## src/hw/rtl/pkt_pkg.sv

```systemverilog
// Shared types and constants for the passcode key table.
// Holds the command codes, stream widths and the result record.
// No dependencies.
`default_nettype none

package pkt_pkg;

    // Command codes carried in the low bits of the input item.
    localparam logic [1:0] CMD_ADD    = 2'd0;
    localparam logic [1:0] CMD_QUERY  = 2'd1;
    localparam logic [1:0] CMD_CLEAR  = 2'd2;
    localparam logic [1:0] CMD_STATUS = 2'd3;

    // Field widths and stream packing.
    localparam int CMD_W     = 2;
    localparam int KEY_MAX_W = 64;
    localparam int S_TDATA_W = 72;
    localparam int M_TDATA_W = 8;

    // One result item.
    typedef struct packed {
        logic table_empty;
        logic table_full;
        logic hit;
    } res_t;

endpackage

`default_nettype wire

```

## src/hw/rtl/pkt_out_reg.sv

```systemverilog
// Output register for the passcode key table result stream.
// Holds one result item so the table can go on while it waits.
// Depends on pkt_pkg.
`default_nettype none

module pkt_out_reg (
    input  wire              aclk,
    input  wire              aresetn,
    input  wire              res_valid,
    output logic             res_ready,
    input  pkt_pkg::res_t    res_data,
    output logic             m_tvalid,
    input  wire              m_tready,
    output logic [pkt_pkg::M_TDATA_W-1:0] m_tdata  // hit, table_full, table_empty, zeros
);
    import pkt_pkg::*;

    logic valid_reg;
    logic valid_next;
    res_t data_reg;

    // The register can load when it is empty or being drained this cycle.
    assign res_ready = !valid_reg || m_tready;

    always_comb begin
        valid_next = valid_reg;
        if (res_valid && res_ready) begin
            valid_next = 1'b1;
        end else if (m_tready) begin
            valid_next = 1'b0;
        end
    end

    always_ff @(posedge aclk) begin
        if (!aresetn) begin
            valid_reg <= 1'b0;
        end else begin
            valid_reg <= valid_next;
        end
    end

    // Payload needs no reset.
    always_ff @(posedge aclk) begin
        if (res_valid && res_ready) begin
            data_reg <= res_data;
        end
    end

    assign m_tvalid = valid_reg;
    assign m_tdata  = {{(M_TDATA_W - 3){1'b0}}, data_reg.table_empty,
                       data_reg.table_full, data_reg.hit};

endmodule

`default_nettype wire

```

## src/hw/rtl/passcode_key_table.sv

```systemverilog
// Top level of the passcode key table: busy marks, key memory and sequencer.
// Uses pkt_pkg and the result register pkt_out_reg.
//
//   Channel | Direction | Ports                       | Item
//   s_      | in        | s_tvalid s_tready s_tdata   | cmd [1:0], key [65:2]
//   m_      | out       | m_tvalid m_tready m_tdata   | hit [0], full [1], empty [2]
//
// Add, clear and status: taken in ST_IDLE, then ST_RESULT hands the result to the output
// register. Query: one slot a cycle through the registered key memory read and the compare
// stage until a hit or the last slot, then ST_RESULT. A new item is taken only in ST_IDLE.
// Reset frees every slot at once; key memory contents are not cleared.
// A result waiting on m_tready lets one more item run; that item's result then waits
// in the sequencer, which holds s_tready low.
`default_nettype none

module passcode_key_table #(
    parameter int SLOTS     = 8,
    parameter int KEY_BYTES = 8
) (
    input  wire  aclk,
    input  wire  aresetn,
    input  wire  s_tvalid,
    output logic s_tready,
    input  wire  [pkt_pkg::S_TDATA_W-1:0] s_tdata,  // cmd, key, zeros
    output logic m_tvalid,
    input  wire  m_tready,
    output logic [pkt_pkg::M_TDATA_W-1:0] m_tdata   // hit, table_full, table_empty, zeros
);
    import pkt_pkg::*;

    localparam int KEY_W = 8 * KEY_BYTES;
    localparam int IDX_W = (SLOTS > 1) ? $clog2(SLOTS) : 1;
    localparam logic [IDX_W-1:0] LAST_IDX = IDX_W'(SLOTS - 1);

    localparam logic [1:0] ST_IDLE   = 2'd0;
    localparam logic [1:0] ST_QUERY  = 2'd1;
    localparam logic [1:0] ST_RESULT = 2'd2;

    logic [1:0]       state_reg, state_next;
    logic [SLOTS-1:0] busy_reg, busy_next;
    logic [IDX_W-1:0] idx_reg, idx_next;
    logic [IDX_W-1:0] cmp_idx_reg;
    logic             cmp_vld_reg, cmp_vld_next;
    logic             hit_reg, hit_next;
    logic [KEY_W-1:0] key_reg;
    logic [KEY_W-1:0] rd_data_reg;
    logic [KEY_W-1:0] key_mem [SLOTS];

    logic [CMD_W-1:0] in_cmd;
    logic [KEY_W-1:0] in_key;
    logic             s_fire;
    logic             full;
    logic             empty;
    logic [IDX_W-1:0] free_idx;
    logic             mem_we;
    logic             match;
    logic             res_valid;
    logic             res_ready;
    res_t             res_data;

    assign in_cmd   = s_tdata[CMD_W-1:0];
    assign in_key   = s_tdata[CMD_W +: KEY_W];
    assign s_tready = (state_reg == ST_IDLE);
    assign s_fire   = s_tvalid && s_tready;

    assign full  = &busy_reg;
    assign empty = ~|busy_reg;

    // Lowest-numbered free slot.
    always_comb begin
        free_idx = '0;
        for (int i = SLOTS - 1; i >= 0; i--) begin
            if (!busy_reg[i]) begin
                free_idx = IDX_W'(i);
            end
        end
    end

    // Compare stage: the key read last cycle against the query key.
    assign match = cmp_vld_reg && busy_reg[cmp_idx_reg] && (rd_data_reg == key_reg);

    assign mem_we = s_fire && (in_cmd == CMD_ADD) && !full;

    // Sequencer.
    always_comb begin
        state_next   = state_reg;
        busy_next    = busy_reg;
        idx_next     = idx_reg;
        hit_next     = hit_reg;
        cmp_vld_next = 1'b0;
        case (state_reg)
            ST_IDLE: begin
                idx_next = '0;
                if (s_fire) begin
                    hit_next   = 1'b0;
                    state_next = ST_RESULT;
                    case (in_cmd)
                        CMD_ADD: begin
                            if (!full) begin
                                busy_next[free_idx] = 1'b1;
                                hit_next            = 1'b1;
                            end
                        end
                        CMD_QUERY: begin
                            state_next = ST_QUERY;
                        end
                        CMD_CLEAR: begin
                            busy_next = '0;
                        end
                        default: begin
                        end
                    endcase
                end
            end
            ST_QUERY: begin
                if (idx_reg != LAST_IDX) begin
                    idx_next = idx_reg + IDX_W'(1);
                end
                if (match || (cmp_vld_reg && cmp_idx_reg == LAST_IDX)) begin
                    hit_next   = match;
                    state_next = ST_RESULT;
                end else begin
                    cmp_vld_next = 1'b1;
                end
            end
            ST_RESULT: begin
                if (res_ready) begin
                    state_next = ST_IDLE;
                end
            end
            default: begin
                state_next = ST_IDLE;
            end
        endcase
    end

    always_ff @(posedge aclk) begin
        if (!aresetn) begin
            state_reg   <= ST_IDLE;
            busy_reg    <= '0;
            cmp_vld_reg <= 1'b0;
        end else begin
            state_reg   <= state_next;
            busy_reg    <= busy_next;
            cmp_vld_reg <= cmp_vld_next;
        end
    end

    always_ff @(posedge aclk) begin
        idx_reg     <= idx_next;
        cmp_idx_reg <= idx_reg;
        hit_reg     <= hit_next;
        if (s_fire) begin
            key_reg <= in_key;
        end
    end

    // Key memory: one write port, one registered read port.
    always_ff @(posedge aclk) begin
        if (mem_we) begin
            key_mem[free_idx] <= in_key;
        end
        rd_data_reg <= key_mem[idx_reg];
    end

    // Result, with flags taken after the operation.
    assign res_valid            = (state_reg == ST_RESULT);
    assign res_data.hit         = hit_reg;
    assign res_data.table_full  = full;
    assign res_data.table_empty = empty;

    pkt_out_reg u_out (
        .aclk      (aclk),
        .aresetn   (aresetn),
        .res_valid (res_valid),
        .res_ready (res_ready),
        .res_data  (res_data),
        .m_tvalid  (m_tvalid),
        .m_tready  (m_tready),
        .m_tdata   (m_tdata)
    );

    // A hit can only be reported while some slot is busy.
    a_hit_not_empty: assert property (@(posedge aclk) disable iff (!aresetn)
        (state_reg == ST_RESULT && hit_reg) |-> !empty)
        else $error("hit reported on an empty table");

    // An add on a table with room marks exactly one more slot busy.
    a_add_one_slot: assert property (@(posedge aclk) disable iff (!aresetn)
        (s_fire && in_cmd == CMD_ADD && !full) |=>
        ($countones(busy_reg) == $past($countones(busy_reg)) + 1))
        else $error("add did not take exactly one slot");

    // Clear-all leaves every slot free.
    a_clear_empty: assert property (@(posedge aclk) disable iff (!aresetn)
        (s_fire && in_cmd == CMD_CLEAR) |=> empty)
        else $error("clear left a busy slot");

endmodule

`default_nettype wire
```

## config.mk

```make
export PLATFORM = sky130hd
export DESIGN_NAME = passcode_key_table
export DESIGN_NICKNAME = d
export VERILOG_FILES = /design/src/hw/rtl/pkt_pkg.sv /design/src/hw/rtl/pkt_out_reg.sv /design/src/hw/rtl/passcode_key_table.sv
export SDC_FILE = /design/constraint.sdc
export NUM_CORES = 1
export LEC_CHECK = 0
export ABC_AREA = 1
export BUFFER_PORTS_ARGS = -buffer_cell sky130_fd_sc_hd__buf_2
export CAP_MARGIN = 0
export CORE_MARGIN = 2
export CORE_UTILIZATION = 37
export CTS_CLUSTER_DIAMETER = 120
export CTS_CLUSTER_SIZE = 8
export DETAILED_ROUTE_END_ITERATION = 10
export PLACE_DENSITY = 0.62
export REMOVE_ABC_BUFFERS = 1
export SLEW_MARGIN = 20
export SYNTH_ARGS = -nofsm -noshare
export SYNTH_HDL_FRONTEND = slang
export SYNTH_SLANG_ARGS = --single-unit
```

## constraint.sdc

```tcl
create_clock -name aclk -period 21.9 [get_ports aclk]
set_clock_uncertainty 0.1 [all_clocks]
set_input_delay 5.475 -clock aclk [delete_from_list [all_inputs] [get_ports aclk]]
set_output_delay 5.475 -clock aclk [all_outputs]
set_load 0.01 [all_outputs]
```

==> metrics.csv, run 1 <==
metric,value,unit
insertion_delay,0.63,ns
hold_viol,0,
syn_area,0.0252,mm²
vias_per_cell,5.01,
cp_max_fo,39,
grt_pass1_vias,15200,
synthDistinctLibCells,33,
finalCritPeriodShare,0.361,
drc,0,
p_leak,10.3,nW
holdBufCountCts,0,
avgSynthCellArea,12.4,µm²
syn_inst,2043,
setup_viol,0,
rsz0062_at_grt,no,
start_kind,primary input,
final_common_cell,edfxtp_1,
cts_buffers,92,
mostFrequentLayoutCells,"edfxtp_1, nor2_1, o21ai_0",
clock-sinks,662,
io-pin-count,86,
drive_above_1_share,0.0993,
slew_violations,0,
synth.ff_latch_count,662,
worst_pin_slew,1.10,ns
end_kind,flop,
start_util,0.374,
numPortBuffers,74,
grt_max_degree,164,
grtUsageTotal,0.161,
critPathArrivalTime,8.06,ns
power_density,110,mW/mm²
critical_path_class,primary input to flop,
multi_input_area,0.00523,mm²
wl_per_cell,18.3,µm
status,"finished, final reports clean",
die_area,0.0703,mm²
cts_setup_buffers,0,
cts_resized,0,
antenna_found_initial,14,
critPathRequiredTime,22.05,ns
min_path_type,flop to flop,
fmax,126,MHz
dpl.hpwl,28500,µm
area_growth,15.4,%
num_rows,95,
coreArea,0.0674,mm²
htreeDepth,3,
final-seq-area,0.0191,mm²
routed_wl,56500,µm
vias,15500,
die_h,265,µm
fillerInstances,5982,
relSlewSlack,0.265,
final.setup.tns,0,ns
ant_nets,0,
yosys_warnings,0,
grt_first_pass_wirelength,87100,µm
seq_area_frac_synth,0.756,
utilization,0.432,
first_pass_iters,5,
grt_overflow,0,
place_congestion,0.730,
fin_nets,2214,
die_w,265,µm
cap_viol_max_count,0,
clockBufferDepth,3,
vdd_ir_drop_max,67.5,µV
cts_root_buffer,clkbuf_16,
cts_tree,built,
cts.clk_slew.worst_paths,0.05,ns
drtIter0Drc,1235,
largest_reg_flops,512,
post-route-min-period,7.91,ns
critical path: stages:
cell	delay [ns]
buf_2	0.09
inv_1	0.05
nor2_4	0.50
nand2_1	0.39
nor4_2	0.31
buf_4	0.50
buf_4	0.71
path summary, 6_finish.rpt:
check / from / endpoint / slack [ns] / cells past startpoint
worst max register to register: state_reg[0] / key_mem[5][26] / 18.39 / 7
worst max-delay path: s_tvalid / key_mem[5][26] / 13.99 / 7
worst min register to register: hit_reg / u_out.m_tdata[0] / 0.32 / 0
worst min-delay path: hit_reg / u_out.m_tdata[0] / 0.32 / 0
cell type report:
cell class | instances | share of cell area
multi-input cells | 1155 | 0.179
clock inverters | 4 | 0.00185
flip-flops and latches | 662 | 0.655
clock buffers | 159 | 0.0895
well taps | 873 | 0.0375
diodes | 5 | 0.000430
repair buffers | 98 | 0.0189
inverters | 127 | 0.0169
cells in the mapped netlist:
cell type,n,share of area
edfxtp_1,583,0.69
nor2_1,512,0.076
o21ai_0,275,0.055
nand2_1,175,0.026
inv_1,124,0.018
dfxtp_1,79,0.063
a31oi_1,64,0.016
o22ai_1,64,0.016
clkbuf_1,48,0.0071
buf_2,28,0.0056
a21oi_1,16,0.0032
buf_1,9,0.0013
buf_4,9,0.0027
nand3_1,9,0.0018
buf_6,7,0.0031
xnor2_1,6,0.0021
nand4_1,5,0.0012
nor4_1,5,0.0012
inv_2,3,0.00045
nor2_2,3,0.00074
clkbuf_2,2,0.00040
ha_1,2,0.00099
nor2_4,2,0.00089
nor3_1,2,0.00040
o21a_1,2,0.00059
xor2_1,2,0.00069
a31oi_2,1,0.00050
a41oi_1,1,0.00035
conb_1,1,0.00015
nor3_2,1,0.00040
o211ai_1,1,0.00030
o21ai_2,1,0.00035
or2_2,1,0.00025
logic make-up (layout without fill, tap and decap cells):
group / after synthesis / after routing / share of synthesized area
AND/OR/NAND/NOR: 715 / 715 / 0.109
adder cells (fa/ha/maj): 2 / 2 / 0.000991
other: 1 / 10 / 0.000149
XOR/XNOR: 8 / 8 / 0.00278
AO/OA/AOI/OAI: 425 / 425 / 0.0915
buffers and inverters: 230 / 388 / 0.0391
flip-flops: 662 / 662 / 0.756
routing by layer:
metal	GRT usage	routed length [µm]	share of wire	vias up
li1	-	-	-	7367
met1	0.205	24400	0.43	7571
met2	0.272	27400	0.49	380
met3	0.0357	3260	0.058	115
met4	0.0589	1330	0.024	18
met5	0	110	0.0019	-
report_power, final:
group / internal [mW] / switching, mW
logic: 0.126 / 0.285
registers: 1.45 / 0.0326
clock network: 0.798 / 0.500
total: 2.38 / 0.818
stage by stage:
step | hold slack [ns] | total power [mW] | cell area [µm²] | std cells | setup WS [ns]
finish | 0.325 | 3.19 | 29100 | 3083 | 13.99
global route | 0.338 | 3.34 | 29100 | 3082 | 13.81
CTS | 0.325 | 3.22 | 29100 | 3078 | 13.97
detailed placement | 0.312 | 1.92 | 26400 | 2915 | 13.29
global placement | 0.316 | 1.91 | 26400 | 2915 | 13.34
floorplan | 0.276 | 1.79 | 24700 | 1944 | 8.11
Power figures use the tool's default switching activity.
==> run 2: changes to the inputs <==
Settings changed: PLACE_DENSITY 0.62 to 0.64.
Clock period 21.9 ns to 6.6 ns, I/O delays scaled along.
==> run 2 against run 1 <==
Net effect:
- non-clock buffer count is 7 lower
- hold slack better by 0.0047 ns
- setup slack worse by 11 ns
- core utilization is 0.098 points higher
- global-route usage is 0.25 points lower
==> metrics.csv, run 2 (synthesis gave the netlist of run 1 again) <==
metric,value,unit,change
first_pass_iters,5,,unchanged
cts_setup_buffers,0,,unchanged
ant_nets,0,,unchanged
grtUsageTotal,0.159,,was 0.161
io-pin-count,86,,unchanged
die_h,265,µm,unchanged
cts_tree,built,,unchanged
p_leak,10.3,nW,about the same
critPathArrivalTime,3.99,ns,was 8.06 ns
critical_path_class,primary input to flop,,unchanged
dpl.hpwl,27000,µm,was 28500 µm
grt_max_degree,188,,was 164
critPathRequiredTime,6.76,ns,was 22.05 ns
worst_pin_slew,1.06,ns,was 1.10 ns
fin_cells,3081,,was 3083
grt_overflow,0,,unchanged
area_growth,15.7,%,was 15.4%
cp_max_fo,28,,was 39
wl_met2,27700,µm,was 27400 µm
cts.clk_slew.worst_paths,0.05,ns,about the same
r2r_end,key_mem[0][48],,was key_mem[5][26]
start_kind,primary input,,unchanged
power_frac_seq,0.465,,about the same
reg2regPathDepth,8,,was 7
grt_first_pass_wirelength,86900,µm,was 87100 µm
status,"finished, final reports clean",,unchanged
vias_per_cell,5.05,,was 5.01
final.setup.tns,0,ns,unchanged
hold_viol,0,,unchanged
intPower,7.90,mW,was 2.38 mW
min_path_type,flop to flop,,unchanged
crit_chain,"buf_2, inv_1, nor2_4, buf_4, nand3_1, nor2_4, buf_4",,"was buf_2, inv_1, nor2_4, nand2_1, nor4_2, buf_4, buf_4"
setup_viol,0,,unchanged
post-route-min-period,3.83,ns,
p_sw,2.71,mW,was 818 µW
grt_pass1_vias,15600,,was 15200
fmax,261,MHz,
rr_startpoint,busy_reg[6],,was state_reg[0]
mostFrequentLayoutCells,"edfxtp_1, nor2_1, o21ai_0",,unchanged
die_area,0.0703,mm²,unchanged
clockPowerShare,0.407,,was 0.406
highest_layer,met5,,unchanged
vias,15600,,was 15500
holdBufCountCts,0,,unchanged
cts_buffers,92,,unchanged
rsz0062_at_grt,no,,unchanged
slowest_stage,nor2_4,,was buf_4
met3WireLength,3340,µm,was 3260 µm
place_congestion,0.773,,was 0.730
die_w,265,µm,unchanged
hold_start,hit_reg,,unchanged
power_density,364,mW/mm²,was 110 mW/mm²
num_rows,95,,unchanged
hold_path_end,u_out.m_tdata[0],,unchanged
r2r_setup_slack,3.33,ns,was 18.39 ns
vdd_ir_drop_max,210,µV,was 67.5 µV
cp_num_buf_inv,4,,unchanged
pwr-share-comb,0.128,,was 0.129
clock-sinks,662,,unchanged
critPathMaxStageDelay,0.88,ns,was 0.71 ns
routed_wl,55500,µm,was 56500 µm
numPortBuffers,74,,unchanged
clockBufferDepth,3,,unchanged
cts_root_buffer,clkbuf_16,,unchanged
finalCritPeriodShare,0.580,,
insertion_delay,0.62,ns,was 0.63 ns
final_common_cell,edfxtp_1,,unchanged
critical_path.top_delay_family,simple AND/OR/NAND/NOR gates,,was buffers and inverters
min_path_cells,0,,unchanged
largest_reg_flops,512,,unchanged
cap_viol_max_count,0,,unchanged
relSlewSlack,0.291,,was 0.265
htreeDepth,3,,unchanged
drc,0,,unchanged
wl_per_cell,18.0,µm,was 18.3 µm
drive_above_1_share,0.0966,,was 0.0993
dp.cells,2908,,was 2915
antenna_found_initial,14,,unchanged
start_util,0.374,,unchanged
slew_violations,0,,unchanged
drtIter0Drc,1193,,was 1235
fin_nets,2207,,was 2214
cts_resized,0,,unchanged
wl_met1,23100,µm,was 24400 µm
switching_share,0.255,,was 0.256
coreArea,0.0674,mm²,unchanged
end_kind,flop,,unchanged
[run 2: area by class of cell]
class                   instances  area (µm²)
diodes                          2        5.00
clock buffers                 166        2630
clock inverters                 5        51.3
fillers                      6004       38200
inverters                     127         494
multi-input cells            1155        5230
flip-flops and latches        662       19100
well taps                     873        1090
repair buffers                 91         598
[run 2: power groups by stage]
stage               Clock (mW)  Combinational (mW)  Sequential [mW]
global placement             0                1.32             5.00
floorplan                    0               0.865             5.07
detailed placement           0                1.37             5.01
CTS                       4.40                1.38             4.93
global route              4.58                1.56             4.96
finish                    4.32                1.36             4.93
[run 2: worst max path at each step]
stage	start	to	depth (start not counted)	slack, ns
CTS	s_tvalid	key_mem[0][14]	7	2.72
global route	s_tvalid	key_mem[0][14]	7	2.64
detailed placement	s_tvalid	key_mem[0][29]	7	2.07
global placement	s_tvalid	key_mem[0][29]	7	2.12
floorplan	s_tvalid	key_mem[4][0]	4	-3.36
finish	s_tvalid	key_mem[0][48]	7	2.77
[run 2: metal layers]
| metal | GRT usage | vias to the layer above |
|---|---|---|
| li1 | - | 7355 |
| met1 | 0.195 | 7638 |
| met2 | 0.277 | 439 |
| met3 | 0.0345 | 113 |
| met4 | 0.0559 | 20 |
| met5 | 0 | - |
[run 2: per-stage QoR]
step	power, mW	area (µm²)	setup WS, ns	hold WS, ns	util
2_1_floorplan	5.94	24700	-3.36	0.276	-
3_3_place_gp	6.32	26500	2.12	0.310	0.393
3_5_place_dp	6.38	26500	2.07	0.315	0.393
4_1_cts	10.7	29200	2.72	0.331	0.433
5_1_grt	11.1	29200	2.64	0.330	0.433
6_report	10.6	29200	2.77	0.330	0.433
[run 2: worst reg2reg max path, cell delays in order, from the launching register on]
cell and delay [ns]:
dfxtp_1 0.31, inv_1 0.11, o21ai_0 0.11, a21oi_1 0.16
o21ai_0 0.11, nand2_1 0.34, inv_1 0.28, nor2_4 0.85
buf_4 0.53
==> run 3: changes to the inputs <==
Settings changed: ABC_AREA 1 to 0.
Clock period 6.6 ns to 3.34 ns, I/O delays scaled along.
==> run 3 against run 2 <==
Net effect:
- clock power is 96% higher
- synthesized cell count is 46% lower
- register-to-register slack worse by 2.6 ns
- largest cell class unchanged
==> metrics.csv, run 3 <==
metric,value,unit,change
status,"finished, final reports clean",,unchanged
cts_setup_buffers,0,,unchanged
cts_buffers,92,,unchanged
seq_area_frac_synth,0.787,,was 0.756
cts.clk_slew.worst_paths,0.05,ns,about the same
cp_num_buf_inv,0,,was 4
rsz0062_at_grt,no,,unchanged
mostFrequentLayoutCells,"edfxtp_1, mux4_2, clkbuf_16",,"was edfxtp_1, nor2_1, o21ai_0"
cts_tree,built,,unchanged
critPathArrivalTime,2.88,ns,was 3.99 ns
clockBufferDepth,3,,unchanged
area_growth,18.2,%,was 15.7%
vdd_ir_drop_max,404,µV,was 210 µV
yosysTopAreaCell,edfxtp_1,,unchanged
syn_area,0.0243,mm²,was 0.0252 mm²
grt_pass1_vias,11700,,was 15600
hold_viol,0,,unchanged
cts_resized,0,,unchanged
async_flop_share,0,,unchanged
final_common_cell,edfxtp_1,,unchanged
first_pass_iters,5,,unchanged
ant_nets,0,,unchanged
whs,0.363,ns,was 0.330 ns
crit_start,key_reg[23],,was s_tvalid
crit_chain,"nor2b_1, a2111oi_0, nand4_1, nor4_4, nand2_2, a211oi_2",,"was buf_2, inv_1, nor2_4, buf_4, nand3_1, nor2_4, buf_4"
synth_most_common_cell,edfxtp_1,,unchanged
drive_above_1_share,0.307,,was 0.0966
avgSynthCellArea,22.0,µm²,was 12.4 µm²
fillerInstances,5519,,was 6004
end_kind,flop,,unchanged
synth_edf_count,583,,unchanged
die_w,260,µm,was 265 µm
fin_nets,1333,,was 2207
holdBufCountCts,0,,unchanged
setup_viol,0,,unchanged
relSlewSlack,0.523,,was 0.291
grt_first_pass_wirelength,72000,µm,was 86900 µm
min_path_cells,0,,unchanged
num_rows,93,,was 95
final.setup.tns,0,ns,unchanged
p_leak,9.16,nW,was 10.3 nW
cp_max_fo,4,,was 28
ys_top_cells_by_count,"edfxtp_1, mux4_2, dfxtp_1",,"was edfxtp_1, nor2_1, o21ai_0"
dpl_cell_area,0.0260,mm²,was 0.0265 mm²
vias,11000,,was 15600
cap_viol_max_count,0,,unchanged
wl_per_cell,21.6,µm,was 18.0 µm
io-pin-count,86,,unchanged
fin_area,0.0287,mm²,was 0.0292 mm²
grt_max_degree,89,,was 188
reg2regPathDepth,6,,was 8
largest_reg_flops,512,,unchanged
critical_path_depth,6,,was 7
slew_violations,0,,unchanged
insertion_delay,0.63,ns,was 0.62 ns
finalCritPeriodShare,0.794,,
synthDistinctLibCells,48,,was 33
dpl.hpwl,25500,µm,was 27000 µm
routed_wl,47200,µm,was 55500 µm
numPortBuffers,74,,unchanged
drtIter0Drc,905,,was 1193
worst_pin_slew,0.708,ns,was 1.06 ns
critPathMaxStageDelay,0.63,ns,was 0.88 ns
critical_path.top_delay_family,simple AND/OR/NAND/NOR gates,,unchanged
power_density,669,mW/mm²,was 364 mW/mm²
die_area,0.0676,mm²,was 0.0703 mm²
synth_ff_type,edfxtp_1,,unchanged
start_util,0.375,,was 0.374
die_h,260,µm,was 265 µm
critical_path_class,flop to flop,,was primary input to flop
hold_start,hit_reg,,unchanged
fmax,377,MHz,
vias_per_cell,5.02,,was 5.05
yosys_warnings,0,,unchanged
grtUsageTotal,0.143,,was 0.159
drc,0,,unchanged
critPathRequiredTime,3.57,ns,was 6.76 ns
post-route-min-period,2.65,ns,
cts_root_buffer,clkbuf_16,,unchanged
slowest_stage,a2111oi_0,,was nor2_4
start_kind,flop,,was primary input
synth.ff_latch_count,662,,unchanged
antenna_found_initial,14,,unchanged
yosys.area.top_type_share,0.721,,was 0.694
synth_area_leaders,"edfxtp_1, mux4_2, dfxtp_1, mux2_2, xor2_1",,"was edfxtp_1, nor2_1, dfxtp_1, o21ai_0, nand2_1"
coreArea,0.0647,mm²,was 0.0674 mm²
min_path_type,flop to flop,,unchanged
htreeDepth,3,,unchanged
rr_startpoint,key_reg[23],,was busy_reg[6]
clock-sinks,662,,unchanged
syn_inst,1102,,was 2043
grt_overflow,0,,unchanged
place_congestion,0.762,,was 0.773
run 3: cell types whose count changed after synthesis, moves of 26 or more:
cell | previous run | this run
xor2_1 | 2 | 32
a31oi_1 | 64 | 5
inv_1 | 124 | 13
clkbuf_1 | 48 | 22
nor2_1 | 512 | 24
nand2_1 | 175 | 9
mux2_2 | 0 | 65
o22ai_1 | 64 | 0
o21ai_0 | 275 | 4
mux4_2 | 0 | 128
run 3: metal layers:
layer	wire length [µm]	GRT usage	up-vias
li1	-	-	4840
met5	85	0	-
met4	886	0.0448	14
met3	2600	0.0342	84
met1	20400	0.189	5754
met2	23200	0.233	261
run 3: report_power, final:
group	internal (mW)	switching [mW]
Combinational	0.663	0.645
Clock	5.16	3.28
Sequential	9.30	0.126
Total	15.1	4.06
run 3: worst paths after layout:
check                endpoint  slack, ns
max                   hit_reg       0.69
min          u_out.m_tdata[0]       0.36
max reg2reg           hit_reg       0.69
min reg2reg  u_out.m_tdata[0]       0.36
run 3: logic make-up after synthesis:
kind of cell / after synthesis / share of synthesized area
compound gates: 38 / 0.0122
fa+ha+maj: 2 / 0.00103
xor+xnor: 45 / 0.0166
simple gates: 103 / 0.0240
other cells: 1 / 0.000155
mux: 193 / 0.149
buf+inv: 58 / 0.0104
flops: 662 / 0.787
run 3: final cells by class:
| class | count | area, µm² | share of cell area |
|---|---|---|---|
| Sequential cell | 662 | 19100 | 0.666 |
| Clock inverter | 7 | 109 | 0.00380 |
| Tap cell | 855 | 1070 | 0.0373 |
| Timing Repair Buffer | 100 | 816 | 0.0284 |
| Multi-Input combinational cell | 386 | 4990 | 0.174 |
| Inverter | 13 | 48.8 | 0.00170 |
| Antenna cell | 4 | 10.0 | 0.000349 |
| Clock buffer | 156 | 2550 | 0.0890 |
run 3: stage by stage:
stage / cells / power, mW / setup WS, ns / util
finish: 2183 / 19.2 / 0.689 / 0.443
CTS: 2179 / 19.4 / 0.633 / 0.443
floorplan: 1061 / 10.6 / -5.36 / -
detailed placement: 2016 / 10.9 / 0.342 / 0.402
global placement: 2016 / 10.9 / 0.337 / 0.402
global route: 2179 / 19.9 / 0.540 / 0.443
